$ cat src/stz_pkg.sv
package stz_pkg;

    localparam int ACCEL_W    = 20;
    localparam int INTERVAL_W = 40;
    localparam int RAMP_W     = 32;
    localparam int SPEED_W    = 32;
    localparam int IV_US_W    = 32;
    localparam int SPEED_FRAC = 12;

    // v^2 carries twice the speed fraction; the extra bit is the 2 in 2a
    localparam int SQ_SHIFT = 2 * SPEED_FRAC + 1;

    localparam logic [ACCEL_W-1:0]    US_PER_S    = 20'd1000000;
    localparam logic [IV_US_W-1:0]    NO_ACCEL_US = 32'd2000;
    localparam logic [INTERVAL_W-1:0] IVL_MAX     = {INTERVAL_W{1'b1}};
    localparam logic [SPEED_W-1:0]    SPEED_MAX   = {SPEED_W{1'b1}};
    localparam logic [RAMP_W-1:0]     RAMP_MAX    = {1'b0, {(RAMP_W-1){1'b1}}};
    localparam logic [RAMP_W-1:0]     RAMP_MIN    = {1'b1, {(RAMP_W-1){1'b0}}};

    localparam logic KIND_MOVE = 1'b0;
    localparam logic KIND_STEP = 1'b1;

    localparam int CFG_IDX_W  = 2;
    localparam int CFG_DATA_W = 40;
    localparam logic [CFG_IDX_W-1:0] CFG_ACCEL     = 2'd0;
    localparam logic [CFG_IDX_W-1:0] CFG_FIRST_IVL = 2'd1;
    localparam logic [CFG_IDX_W-1:0] CFG_MIN_IVL   = 2'd2;

endpackage

$ cat src/stz_in_if.sv
interface stz_in_if #(
    parameter int POSITION_BITS = 32
);
    logic                            valid;
    logic                            ready;
    logic                            kind;
    logic signed [POSITION_BITS-1:0] target_position;
    logic signed [POSITION_BITS-1:0] current_position;

    modport source (
        output valid, kind, target_position, current_position,
        input  ready
    );
    modport sink (
        input  valid, kind, target_position, current_position,
        output ready
    );
endinterface

$ cat src/stz_out_if.sv
interface stz_out_if;
    logic                           valid;
    logic                           ready;
    logic [stz_pkg::IV_US_W-1:0]    interval_us;
    logic                           running;

    modport source (
        output valid, interval_us, running,
        input  ready
    );
    modport sink (
        input  valid, interval_us, running,
        output ready
    );
endinterface

$ cat src/stz_div.sv
module stz_div #(
    parameter int NUM_W = 41,
    parameter int DEN_W = 40
) (
    input  logic             i_clk,
    input  logic             i_rst_n,
    input  logic             i_start,
    input  logic [NUM_W-1:0] i_num,
    input  logic [DEN_W-1:0] i_den,
    output logic             o_done,
    output logic [NUM_W-1:0] o_quo
);

    localparam int CNT_W = $clog2(NUM_W + 1);

    logic             r_busy;
    logic             r_done;
    logic [CNT_W-1:0] r_cnt;
    logic [DEN_W-1:0] r_rem;
    logic [DEN_W-1:0] r_den;
    logic [NUM_W-1:0] r_quo;

    logic [DEN_W:0]   w_trial;
    logic [DEN_W+1:0] w_diff;
    logic             w_fits;

    // restoring step: bring down the next dividend bit, subtract if it fits
    assign w_trial = {r_rem, r_quo[NUM_W-1]};
    assign w_diff  = {1'b0, w_trial} - {2'b00, r_den};
    assign w_fits  = !w_diff[DEN_W+1];

    always_ff @(posedge i_clk) begin
        if (!i_rst_n) begin
            r_busy <= 1'b0;
            r_done <= 1'b0;
            r_cnt  <= '0;
        end else begin
            r_done <= 1'b0;
            if (i_start) begin
                r_busy <= 1'b1;
                r_cnt  <= CNT_W'(NUM_W);
            end else if (r_busy) begin
                r_cnt <= r_cnt - CNT_W'(1);
                if (r_cnt == CNT_W'(1)) begin
                    r_busy <= 1'b0;
                    r_done <= 1'b1;
                end
            end
        end
    end

    always_ff @(posedge i_clk) begin
        if (i_start) begin
            r_rem <= '0;
            r_quo <= i_num;
            r_den <= i_den;
        end else if (r_busy) begin
            r_rem <= w_fits ? w_diff[DEN_W-1:0] : w_trial[DEN_W-1:0];
            r_quo <= {r_quo[NUM_W-2:0], w_fits};
        end
    end

    assign o_done = r_done;
    assign o_quo  = r_quo;

endmodule

$ cat src/stepper_trapezoid_interval.sv
// Move transaction: result registered at acceptance, valid in the next cycle.
// Step transaction: the result is computed with one restoring divider, shared in turn for
// stopping distance, ramp delta and speed, one quotient bit per cycle.
// One transaction at a time.
// Synchronous active-low reset clears the ramp state, goal, registers and output valid.
module stepper_trapezoid_interval #(
    parameter int POSITION_BITS = 32,
    parameter int FRAC_BITS     = 8
) (
    input  logic                              i_clk,
    input  logic                              i_rst_n,
    input  logic                              i_cfg_wr_en,
    input  logic [stz_pkg::CFG_IDX_W-1:0]     i_cfg_index,
    input  logic [stz_pkg::CFG_DATA_W-1:0]    i_cfg_wdata,
    stz_in_if.sink                            i_in,
    stz_out_if.source                         o_out
);

    localparam int IW    = stz_pkg::INTERVAL_W;
    localparam int NUM_W = (FRAC_BITS + 32 > IW + 1) ? FRAC_BITS + 32 : IW + 1;
    localparam int CMP_W = (NUM_W > POSITION_BITS) ? NUM_W : POSITION_BITS;
    localparam int SQ_W  = 2 * stz_pkg::SPEED_W;
    localparam logic [NUM_W-1:0] SPEED_NUM =
        NUM_W'(stz_pkg::US_PER_S) << (FRAC_BITS + stz_pkg::SPEED_FRAC);

    localparam logic [3:0] S_IDLE  = 4'd0;
    localparam logic [3:0] S_DIST  = 4'd1;
    localparam logic [3:0] S_SQ    = 4'd2;
    localparam logic [3:0] S_STEPS = 4'd3;
    localparam logic [3:0] S_DECEL = 4'd4;
    localparam logic [3:0] S_IVL   = 4'd5;
    localparam logic [3:0] S_DELTA = 4'd6;
    localparam logic [3:0] S_CLAMP = 4'd7;
    localparam logic [3:0] S_SPEED = 4'd8;
    localparam logic [3:0] S_RATE  = 4'd9;

    logic [3:0]                      r_state;
    logic [stz_pkg::ACCEL_W-1:0]     r_accel;
    logic [IW-1:0]                   r_first;
    logic [IW-1:0]                   r_min;
    logic [IW-1:0]                   r_ivl;
    logic signed [POSITION_BITS-1:0] r_goal;
    logic signed [POSITION_BITS-1:0] r_cur;
    logic [POSITION_BITS-1:0]        r_adist;
    logic [stz_pkg::RAMP_W-1:0]      r_ramp;
    logic [stz_pkg::SPEED_W-1:0]     r_speed;
    logic [SQ_W-1:0]                 r_sq;
    logic                            r_out_valid;
    logic [stz_pkg::IV_US_W-1:0]     r_out_iv;
    logic                            r_out_run;

    logic                     w_in_ready;
    logic                     w_in_acc;
    logic                     w_out_take;
    logic                     w_out_load;
    logic [POSITION_BITS:0]   w_dist;
    logic [POSITION_BITS:0]   w_adist;
    logic                     w_ramp_pos;
    logic [34:0]              w_den4;
    logic [34:0]              w_den_mag;
    logic                     w_div_start;
    logic [NUM_W-1:0]         w_div_num;
    logic [IW-1:0]            w_div_den;
    logic                     w_div_done;
    logic [NUM_W-1:0]         w_quo;
    logic                     w_steps_big;
    logic                     w_steps_ge;
    logic                     w_sub_ok;
    logic [NUM_W:0]           w_sum;
    logic [stz_pkg::IV_US_W-1:0] w_iv_us;

    assign w_in_ready = (r_state == S_IDLE) && (!r_out_valid || o_out.ready);
    assign w_in_acc   = i_in.valid && w_in_ready;
    assign w_out_take = r_out_valid && o_out.ready;

    assign w_dist  = {r_goal[POSITION_BITS-1], r_goal} - {r_cur[POSITION_BITS-1], r_cur};
    assign w_adist = w_dist[POSITION_BITS] ? -w_dist : w_dist;

    // a result is loaded at the end of each path through the sequence
    assign w_out_load = (w_in_acc && (i_in.kind == stz_pkg::KIND_MOVE)) ||
                        ((r_state == S_DIST) && ((w_dist == '0) || (r_accel == '0))) ||
                        ((r_state == S_SPEED) && (r_ivl == '0)) ||
                        ((r_state == S_RATE) && w_div_done);

    assign w_ramp_pos = !r_ramp[stz_pkg::RAMP_W-1] && (r_ramp != '0);

    // 4n+1 with one guard bit, then its magnitude
    assign w_den4    = {r_ramp[stz_pkg::RAMP_W-1], r_ramp, 2'b01};
    assign w_den_mag = w_den4[34] ? -w_den4 : w_den4;

    assign w_steps_big = |w_quo[NUM_W-1:stz_pkg::RAMP_W-1];
    assign w_steps_ge  = CMP_W'(w_quo) >= CMP_W'(r_adist);
    assign w_sub_ok    = NUM_W'(r_ivl) >= w_quo;
    assign w_sum       = (NUM_W+1)'(r_ivl) + (NUM_W+1)'(w_quo);
    assign w_iv_us     = stz_pkg::IV_US_W'(r_ivl >> FRAC_BITS);

    always_comb begin
        w_div_start = 1'b0;
        w_div_num   = SPEED_NUM;
        w_div_den   = r_ivl;
        unique case (r_state)
            S_STEPS: begin
                w_div_start = 1'b1;
                w_div_num   = NUM_W'(r_sq[SQ_W-1:stz_pkg::SQ_SHIFT]);
                w_div_den   = IW'(r_accel);
            end
            S_IVL: begin
                w_div_start = (r_ramp != '0);
                w_div_num   = NUM_W'({r_ivl, 1'b0});
                w_div_den   = IW'(w_den_mag);
            end
            S_SPEED: begin
                w_div_start = (r_ivl != '0);
            end
            default: begin
                w_div_start = 1'b0;
            end
        endcase
    end

    stz_div #(
        .NUM_W (NUM_W),
        .DEN_W (IW)
    ) u_div (
        .i_clk   (i_clk),
        .i_rst_n (i_rst_n),
        .i_start (w_div_start),
        .i_num   (w_div_num),
        .i_den   (w_div_den),
        .o_done  (w_div_done),
        .o_quo   (w_quo)
    );

    always_ff @(posedge i_clk) begin
        if (!i_rst_n) begin
            r_state     <= S_IDLE;
            r_accel     <= '0;
            r_first     <= '0;
            r_min       <= '0;
            r_goal      <= '0;
            r_ramp      <= '0;
            r_ivl       <= '0;
            r_speed     <= '0;
            r_out_valid <= 1'b0;
        end else begin
            if (w_out_load) begin
                r_out_valid <= 1'b1;
            end else if (w_out_take) begin
                r_out_valid <= 1'b0;
            end

            if (i_cfg_wr_en) begin
                unique case (i_cfg_index)
                    stz_pkg::CFG_ACCEL:     r_accel <= i_cfg_wdata[stz_pkg::ACCEL_W-1:0];
                    stz_pkg::CFG_FIRST_IVL: r_first <= i_cfg_wdata[IW-1:0];
                    stz_pkg::CFG_MIN_IVL:   r_min   <= i_cfg_wdata[IW-1:0];
                    default: ;
                endcase
            end

            unique case (r_state)
                S_IDLE: begin
                    if (w_in_acc) begin
                        r_cur <= i_in.current_position;
                        if (i_in.kind == stz_pkg::KIND_MOVE) begin
                            if (r_goal != i_in.target_position) begin
                                r_goal <= i_in.target_position;
                                // restart the ramp only from standstill
                                if (r_speed == '0) begin
                                    r_ramp <= '0;
                                end
                            end
                            r_out_iv    <= '0;
                            r_out_run   <= (r_speed != '0) ||
                                           (i_in.target_position != i_in.current_position);
                        end else begin
                            r_state <= S_DIST;
                        end
                    end
                end
                S_DIST: begin
                    r_adist <= w_adist[POSITION_BITS-1:0];
                    if (w_dist == '0) begin
                        r_speed     <= '0;
                        r_ivl       <= '0;
                        r_ramp      <= '0;
                        r_out_iv    <= '0;
                        r_out_run   <= 1'b0;
                        r_state     <= S_IDLE;
                    end else if (r_accel == '0) begin
                        r_out_iv    <= stz_pkg::NO_ACCEL_US;
                        r_out_run   <= 1'b1;
                        r_state     <= S_IDLE;
                    end else if (w_ramp_pos) begin
                        r_state <= S_SQ;
                    end else begin
                        r_state <= S_IVL;
                    end
                end
                S_SQ: begin
                    r_sq    <= SQ_W'(r_speed) * SQ_W'(r_speed);
                    r_state <= S_STEPS;
                end
                S_STEPS: begin
                    r_state <= S_DECEL;
                end
                S_DECEL: begin
                    if (w_div_done) begin
                        // start braking once the stopping distance covers what is left
                        if (w_steps_ge) begin
                            r_ramp <= w_steps_big ? stz_pkg::RAMP_MIN
                                                  : -w_quo[stz_pkg::RAMP_W-1:0];
                        end
                        r_state <= S_IVL;
                    end
                end
                S_IVL: begin
                    if (r_ramp == '0) begin
                        r_ivl   <= r_first;
                        r_ramp  <= stz_pkg::RAMP_W'(1);
                        r_state <= S_SPEED;
                    end else begin
                        r_state <= S_DELTA;
                    end
                end
                S_DELTA: begin
                    if (w_div_done) begin
                        if (!r_ramp[stz_pkg::RAMP_W-1]) begin
                            r_ivl <= w_sub_ok ? r_ivl - w_quo[IW-1:0] : '0;
                        end else begin
                            r_ivl <= (|w_sum[NUM_W:IW]) ? stz_pkg::IVL_MAX : w_sum[IW-1:0];
                        end
                        r_state <= S_CLAMP;
                    end
                end
                S_CLAMP: begin
                    if (r_ivl < r_min) begin
                        r_ivl <= r_min;
                    end
                    if (r_ramp != stz_pkg::RAMP_MAX) begin
                        r_ramp <= r_ramp + stz_pkg::RAMP_W'(1);
                    end
                    r_state <= S_SPEED;
                end
                S_SPEED: begin
                    if (r_ivl == '0) begin
                        r_speed     <= stz_pkg::SPEED_MAX;
                        r_out_iv    <= w_iv_us;
                        r_out_run   <= 1'b1;
                        r_state     <= S_IDLE;
                    end else begin
                        r_state <= S_RATE;
                    end
                end
                S_RATE: begin
                    if (w_div_done) begin
                        r_speed     <= (|w_quo[NUM_W-1:stz_pkg::SPEED_W])
                                       ? stz_pkg::SPEED_MAX
                                       : w_quo[stz_pkg::SPEED_W-1:0];
                        r_out_iv    <= w_iv_us;
                        r_out_run   <= 1'b1;
                        r_state     <= S_IDLE;
                    end
                end
                default: begin
                    r_state <= S_IDLE;
                end
            endcase
        end
    end

    assign i_in.ready        = w_in_ready;
    assign o_out.valid       = r_out_valid;
    assign o_out.interval_us = r_out_iv;
    assign o_out.running     = r_out_run;

    a_busy_not_ready: assert property (@(posedge i_clk) disable iff (!i_rst_n)
        (r_state != S_IDLE) |-> !i_in.ready)
        else $error("input ready while a step transaction is in progress");

    a_step_starts: assert property (@(posedge i_clk) disable iff (!i_rst_n)
        (w_in_acc && (i_in.kind == stz_pkg::KIND_STEP)) |=> (r_state == S_DIST))
        else $error("accepted step transaction did not start the sequence");

    a_div_done_waited: assert property (@(posedge i_clk) disable iff (!i_rst_n)
        w_div_done |-> (r_state == S_DECEL || r_state == S_DELTA || r_state == S_RATE))
        else $error("divider finished outside a wait state");

    a_clamp_min: assert property (@(posedge i_clk) disable iff (!i_rst_n)
        (r_state == S_CLAMP) |=> (r_ivl >= $past(r_min)))
        else $error("interval below minimum after clamp");

endmodule

$ cat src/flat_wrapper.sv
// flat-port wrapper written by rule: the top's interface ports become plain ports
module stepper_trapezoid_interval_flat 
#(
    parameter int POSITION_BITS = 32,
    parameter int FRAC_BITS     = 8
)
  (i_clk, i_rst_n, i_cfg_wr_en, i_cfg_index, i_cfg_wdata, i_in_valid, i_in_kind, i_in_target_position, i_in_current_position, i_in_ready, o_out_valid, o_out_interval_us, o_out_running, o_out_ready);
  stz_in_if #(.POSITION_BITS(POSITION_BITS)) i_in_i ();
  stz_out_if o_out_i ();
  input  logic i_clk;
  input  logic i_rst_n;
  input  logic i_cfg_wr_en;
  input  logic [stz_pkg::CFG_IDX_W-1:0] i_cfg_index;
  input  logic [stz_pkg::CFG_DATA_W-1:0] i_cfg_wdata;
  input wire logic [$bits(i_in_i.valid)-1:0] i_in_valid;
  input wire logic [$bits(i_in_i.kind)-1:0] i_in_kind;
  input wire logic [$bits(i_in_i.target_position)-1:0] i_in_target_position;
  input wire logic [$bits(i_in_i.current_position)-1:0] i_in_current_position;
  output wire logic [$bits(i_in_i.ready)-1:0] i_in_ready;
  output wire logic [$bits(o_out_i.valid)-1:0] o_out_valid;
  output wire logic [$bits(o_out_i.interval_us)-1:0] o_out_interval_us;
  output wire logic [$bits(o_out_i.running)-1:0] o_out_running;
  input wire logic [$bits(o_out_i.ready)-1:0] o_out_ready;
  assign i_in_i.valid = i_in_valid;
  assign i_in_i.kind = i_in_kind;
  assign i_in_i.target_position = i_in_target_position;
  assign i_in_i.current_position = i_in_current_position;
  assign i_in_ready = i_in_i.ready;
  assign o_out_valid = o_out_i.valid;
  assign o_out_interval_us = o_out_i.interval_us;
  assign o_out_running = o_out_i.running;
  assign o_out_i.ready = o_out_ready;
  stepper_trapezoid_interval #(.POSITION_BITS(POSITION_BITS), .FRAC_BITS(FRAC_BITS)) u_core (.i_clk(i_clk), .i_rst_n(i_rst_n), .i_cfg_wr_en(i_cfg_wr_en), .i_cfg_index(i_cfg_index), .i_cfg_wdata(i_cfg_wdata), .i_in(i_in_i), .o_out(o_out_i));
endmodule
$ cat config.mk
export PLATFORM = sky130hd
export DESIGN_NAME = stepper_trapezoid_interval_flat
export DESIGN_NICKNAME = d
export VERILOG_FILES = /design/src/stz_pkg.sv /design/src/stz_in_if.sv /design/src/stz_out_if.sv /design/src/stz_div.sv /design/src/stepper_trapezoid_interval.sv /design/src/flat_wrapper.sv
export SDC_FILE = /design/constraint.sdc
export NUM_CORES = 2
export LEC_CHECK = 0
export BUFFER_PORTS_ARGS = -buffer_cell sky130_fd_sc_hd__buf_2
export CORE_ASPECT_RATIO = 1.25
export CORE_MARGIN = 2
export CORE_UTILIZATION = 59
export CTS_CLUSTER_DIAMETER = 30
export DETAILED_ROUTE_END_ITERATION = 16
export PLACE_DENSITY_LB_ADDON = 0.12
export SLEW_MARGIN = 25
export SYNTH_ARGS = -nofsm -noshare
export SYNTH_HDL_FRONTEND = slang
export SYNTH_SLANG_ARGS = --single-unit
export TNS_END_PERCENT = 10
$ cat constraint.sdc
create_clock -name i_clk -period 7.3 [get_ports i_clk]
set_input_delay 0.73 -clock i_clk [delete_from_list [all_inputs] [get_ports i_clk]]
set_output_delay 0.73 -clock i_clk [all_outputs]
set_load 0.01 [all_outputs]
==> metrics.log <==
[metrics] run status: finished with violations
[metrics] violated checks: negative setup slack
[metrics] Detailed Routing Iterations Pass 1: 6
[metrics] most frequent cells in the layout: sky130_fd_sc_hd__inv_1 (1247), sky130_fd_sc_hd__fa_1 (754), sky130_fd_sc_hd__nand2_1 (704)
[metrics] netlist area before placement: 62450 um2
[metrics] Achievable Freq: 127.9 MHz
[metrics] Critical R2R Launch: u_core.r_speed[14]$_SDFFE_PN0P_
[metrics] launch point of the critical path: u_core.r_speed[14]$_SDFFE_PN0P_
[metrics] synthesized area divided by synthesized cell count: ~8.8 um2
[metrics] slack of the worst reg-to-reg path: -0.52 ns
[metrics] via count of the routed design: 54750
[metrics] final cell count without fillers: 9091
[metrics] Clk Tree Root Cell: sky130_fd_sc_hd__clkbuf_16
[metrics] wire length of the first global-routing pass: 334.0 mm
[metrics] Clock Pin Slew Worst Setup and Hold Paths: roughly 0.05 ns
[metrics] ANT nets after route: 0
[metrics] iteration-0 DRC count of the detailed router: between 4000 and 5000
[metrics] Final Instance Area: 73650 um2
[metrics] transition time at the pin with the least slew margin: 1.140 ns
[metrics] unrepaired setup endpoints after global routing: yes
[metrics] top_reg_cell synth: sky130_fd_sc_hd__dfxtp_1
[metrics] layout cells sized above 1: 15.64%
[metrics] most common cell after layout, fill and taps aside: sky130_fd_sc_hd__inv_1
[metrics] standard-cell rows: ~130
[metrics] number of instances in the synthesized netlist: 7090
[metrics] nets in the synthesized netlist: approximately 8500
[metrics] RR Endpoint: u_core.r_sq[57]$_DFFE_PP_
[metrics] buffer levels on the longest clock path: 3
[metrics] critical path data required time: ~7.8 ns
[metrics] standby leakage power: ~35 nW
[metrics] share of the yosys chip area belonging to registers: 19.70%
[metrics] maximum number of pins on one net before global-route repair: 89
[metrics] initial antenna violation count: 6
[metrics] horizontal die dimension: roughly 300 um
[metrics] boundary pin count: 147
[metrics] total cell area at the placement stage: 68290 um2
[metrics] full die area: 108500 um2
[metrics] clock latency on the worst-skew pair: ~0.75 ns
[metrics] largest vdd supply drop: 0.2559 mV
[metrics] asr flop ratio synth: 0%
[metrics] number of enable-type register cells in the synthesized netlist: 217
[metrics] overflow left after global routing: 0
[metrics] final hold violation count: 0
[metrics] synth unique cells: 88
[metrics] R2R cell count: 26
[metrics] H-tree Lvls: 3
[metrics] power density of the placed cells: approximately 140 nW/um2
[metrics] nature of the critical path startpoint: flop
[metrics] Maximum Capacitance Violations: 0
[metrics] clock tree from TritonCTS: built
[metrics] number of buffer cells added on primary ports: approximately 150
[metrics] final hold slack: between 0.15 and 0.2 ns
[metrics] total number of nets in the final design: between 9000 and 10000
[metrics] number of warnings reported in the yosys synthesis log: 0
[metrics] final estimated routing congestion in global placement: 1.026
[metrics] capture point of the critical path: u_core.r_sq[57]$_DFFE_PP_
[metrics] final wirelength: 222.9 mm
[metrics] setup ws final: -0.5163 ns
[metrics] final-layout fill cell count: 8293
[metrics] global-route total usage across every layer: about two fifths
[metrics] total instance count after detailed placement: 8833
[metrics] highest net fanout along the worst path: 10
[metrics] CORE AREA: 105000 um2
[metrics] vias per cell: 6.023
[metrics] vertical die dimension: between 300 and 400 um
[metrics] # DRC: 0
[metrics] share of the clock period used by the worst path after layout: 107.1%
[metrics] count of state elements after synthesis: 506
[metrics] shortest clock period the worst path allows after layout: a little under 8 ns
[metrics] path class of the lowest-slack min-delay path: input pin to flop
[metrics] DP HPWL: 171.7 mm
[metrics] post-synthesis to final-layout area growth: 17.92%
[metrics] CTS Buf Count: 110
[metrics] via count of the first global-routing pass: 56210
[metrics] initial core utilization: 59.48%
[metrics] clock sinks: 506
[metrics] worst slew margin relative to its limit: a little under a quarter
[metrics] Max Transition Viols Final: 0
[metrics] setup skew after layout: around 0.061 ns
[metrics] worst endpoint data arrival time: around 8.3 ns
[metrics] CP Class: flop to flop
[metrics] Setup Viol. Count Final: 21
[metrics] kind of end point of the critical path: flop
[metrics] WL/cell: 24.52 um
-- synth_stat cells (10+ instances only) --
library cell	n	area (um2)
sky130_fd_sc_hd__nand3b_1	12	90.09
sky130_fd_sc_hd__fa_1	795	15920
sky130_fd_sc_hd__a31oi_1	52	325.3
sky130_fd_sc_hd__a211oi_1	62	465.5
sky130_fd_sc_hd__and3_1	66	412.9
sky130_fd_sc_hd__mux2i_1	47	470.5
sky130_fd_sc_hd__nand4_1	79	494.2
sky130_fd_sc_hd__nor2_1	359	1348
sky130_fd_sc_hd__a21oi_1	432	2162
sky130_fd_sc_hd__xnor2_1	277	2426
sky130_fd_sc_hd__o31a_1	12	105.1
sky130_fd_sc_hd__nand3_1	85	425.4
sky130_fd_sc_hd__nor2b_1	45	281.5
sky130_fd_sc_hd__nor3_1	80	400.4
sky130_fd_sc_hd__o211ai_1	32	240.2
sky130_fd_sc_hd__o21ai_0	239	1196
sky130_fd_sc_hd__o31ai_1	13	97.59
sky130_fd_sc_hd__o21bai_1	36	270.3
sky130_fd_sc_hd__xor2_1	83	727.0
sky130_fd_sc_hd__and2_1	248	1551
sky130_fd_sc_hd__o21a_1	30	225.2
sky130_fd_sc_hd__clkbuf_1	313	1175
sky130_fd_sc_hd__ha_1	528	6606
sky130_fd_sc_hd__a41oi_1	12	105.1
sky130_fd_sc_hd__a31o_2	19	166.4
sky130_fd_sc_hd__inv_1	1262	4737
sky130_fd_sc_hd__buf_1	28	105.1
sky130_fd_sc_hd__or3_1	20	125.1
sky130_fd_sc_hd__a21o_1	121	908.4
sky130_fd_sc_hd__nand2b_1	21	131.4
sky130_fd_sc_hd__nor4_1	58	362.9
sky130_fd_sc_hd__a2111oi_0	10	87.58
sky130_fd_sc_hd__a22oi_1	23	172.7
sky130_fd_sc_hd__or2_2	21	131.4
sky130_fd_sc_hd__edfxtp_1	217	6516
sky130_fd_sc_hd__o22ai_1	33	206.5
sky130_fd_sc_hd__nand2_1	718	2695
sky130_fd_sc_hd__dfxtp_1	289	5786
sky130_fd_sc_hd__a222oi_1	10	100.1
sky130_fd_sc_hd__a221oi_1	56	490.5
sky130_fd_sc_hd__o32ai_1	25	219.0
sky130_fd_sc_hd__o2bb2ai_1	25	219.0
sky130_fd_sc_hd__a221o_1	31	310.3
-- logic make-up (layout without fill, tap and decap cells) --
group / count (synthesis) / in the layout / synth area share (%)
mux: 53 / 53 / 0.8615
compound gates: 1373 / 1373 / 14.43
fa+ha+maj: 1323 / 1323 / 36.06
xor+xnor: 360 / 360 / 5.049
buf+inv: 1621 / 2204 / 9.811
simple gates: 1854 / 1854 / 14.09
flops: 506 / 506 / 19.70
other cells: 0 / 1 / 0
-- layout make-up --
cell class                      instances  area, um2  area share (%)
Antenna cell                            1      2.502        0.003398
Clock buffer                          125       2869           3.896
Clock inverter                         83       1007           1.368
Inverter                             1266       4757           6.459
Multi-Input combinational cell       4963      44980           61.08
Sequential cell                       506      12360           16.78
Tap cell                             1417       1773           2.407
Timing Repair Buffer                  730       5899           8.010
-- power breakdown --
part	switching [W]	internal (W)	total (W)
combinational	0.00102	0.000661	0.00168
sequential	0.000101	0.00310	0.00320
clock	0.00190	0.00327	0.00517
-- stage by stage --
| step | total power [W] | utilization (%) | worst slack [ns] | setup TNS, ns |
|---|---|---|---|---|
| 2_1_floorplan | 0.004423 | - | -0.03733 | -0.07249 |
| 6_report | 0.01005 | 70.14 | -0.5163 | -5.438 |
| 5_1_grt | 0.01039 | 70.14 | -0.7156 | -10.08 |
| 4_1_cts | 0.01004 | 69.63 | -0.5543 | -5.396 |
| 3_5_place_dp | 0.004886 | 65.03 | -0.8803 | -16.42 |
| 3_3_place_gp | 0.004852 | 65.03 | -0.8411 | -13.92 |
-- critical path, cell delays in order, from the launching register on --
cell,delay (ns)
sky130_fd_sc_hd__dfxtp_4,0.39
sky130_fd_sc_hd__buf_12,0.16
sky130_fd_sc_hd__buf_4,0.17
sky130_fd_sc_hd__bufbuf_16,0.30
sky130_fd_sc_hd__nand2_1,0.10
sky130_fd_sc_hd__fa_1,0.49
sky130_fd_sc_hd__inv_1,0.05
sky130_fd_sc_hd__fa_1,0.52
sky130_fd_sc_hd__inv_1,0.05
sky130_fd_sc_hd__fa_1,0.46
sky130_fd_sc_hd__fa_1,0.52
sky130_fd_sc_hd__inv_1,0.06
sky130_fd_sc_hd__fa_1,0.56
sky130_fd_sc_hd__fa_1,0.45
sky130_fd_sc_hd__fa_1,0.62
sky130_fd_sc_hd__ha_1,0.28
sky130_fd_sc_hd__ha_1,0.33
sky130_fd_sc_hd__nand4_1,0.19
sky130_fd_sc_hd__or3_4,0.46
sky130_fd_sc_hd__a211oi_4,0.25
sky130_fd_sc_hd__a211oi_4,0.10
sky130_fd_sc_hd__buf_6,0.15
sky130_fd_sc_hd__o211ai_1,0.23
sky130_fd_sc_hd__a31oi_2,0.15
sky130_fd_sc_hd__o21a_1,0.23
sky130_fd_sc_hd__o21ai_1,0.13
sky130_fd_sc_hd__o221ai_1,0.12
-- worst min path at each step --
stage / from / slack [ns] / cells after the start / end
6_report: i_in_current_position[24] / 0.19 / 1 / u_core.r_cur[24]$_DFFE_PP_
5_1_grt: i_in_current_position[23] / 0.17 / 1 / u_core.r_cur[23]$_DFFE_PP_
3_5_place_dp: u_core.r_first[0]$_SDFFE_PN0P_ / 0.45 / 2 / u_core.r_first[0]$_SDFFE_PN0P_
3_3_place_gp: u_core.r_first[28]$_SDFFE_PN0P_ / 0.44 / 2 / u_core.r_first[28]$_SDFFE_PN0P_
4_1_cts: i_in_current_position[24] / 0.16 / 1 / u_core.r_cur[24]$_DFFE_PP_
2_1_floorplan: u_core.r_first[11]$_SDFFE_PN0P_ / 0.44 / 2 / u_core.r_first[11]$_SDFFE_PN0P_
-- layer usage --
metal,global-route usage (%),part of all wire [%],vias to the layer above,wire length [um]
met1,50.41,37,26920,83100
li1,-,-,24360,-
met3,7.817,8.8,783,19580
met4,27.93,8.0,10,17920
met5,0,0.027,-,60
met2,66.03,46,2679,102200
-- sequential cells by signal, indices dropped and copies added (netlist names), 4 cells and up --
signal / count
u_core.r_ramp: 32
u_core.u_div.r_rem: 40
u_core.r_state: 4
u_core.r_sq: 39
u_core.r_speed: 32
u_core.r_ivl: 40
u_core.r_adist: 32
u_core.u_div.o_quo: 41
u_core.r_accel: 20
u_core.r_first: 40
u_core.o_out.interval_us: 32
u_core.u_div.r_den: 40
u_core.r_goal: 32
u_core.r_cur: 32
u_core.u_div.r_cnt: 6
u_core.r_min: 40
-- repair_timing --
| item | in CTS | in global routing |
|---|---|---|
| setup endpoints to repair | 35 | 35 |
| buffers inserted | 35 | 9 |
| pin swaps | 87 | 45 |
| hold buffers | 0 | 0 |
| resized for setup | 129 | 99 |
| cloned | 4 | 2 |
(Power assumes the default switching activity.)
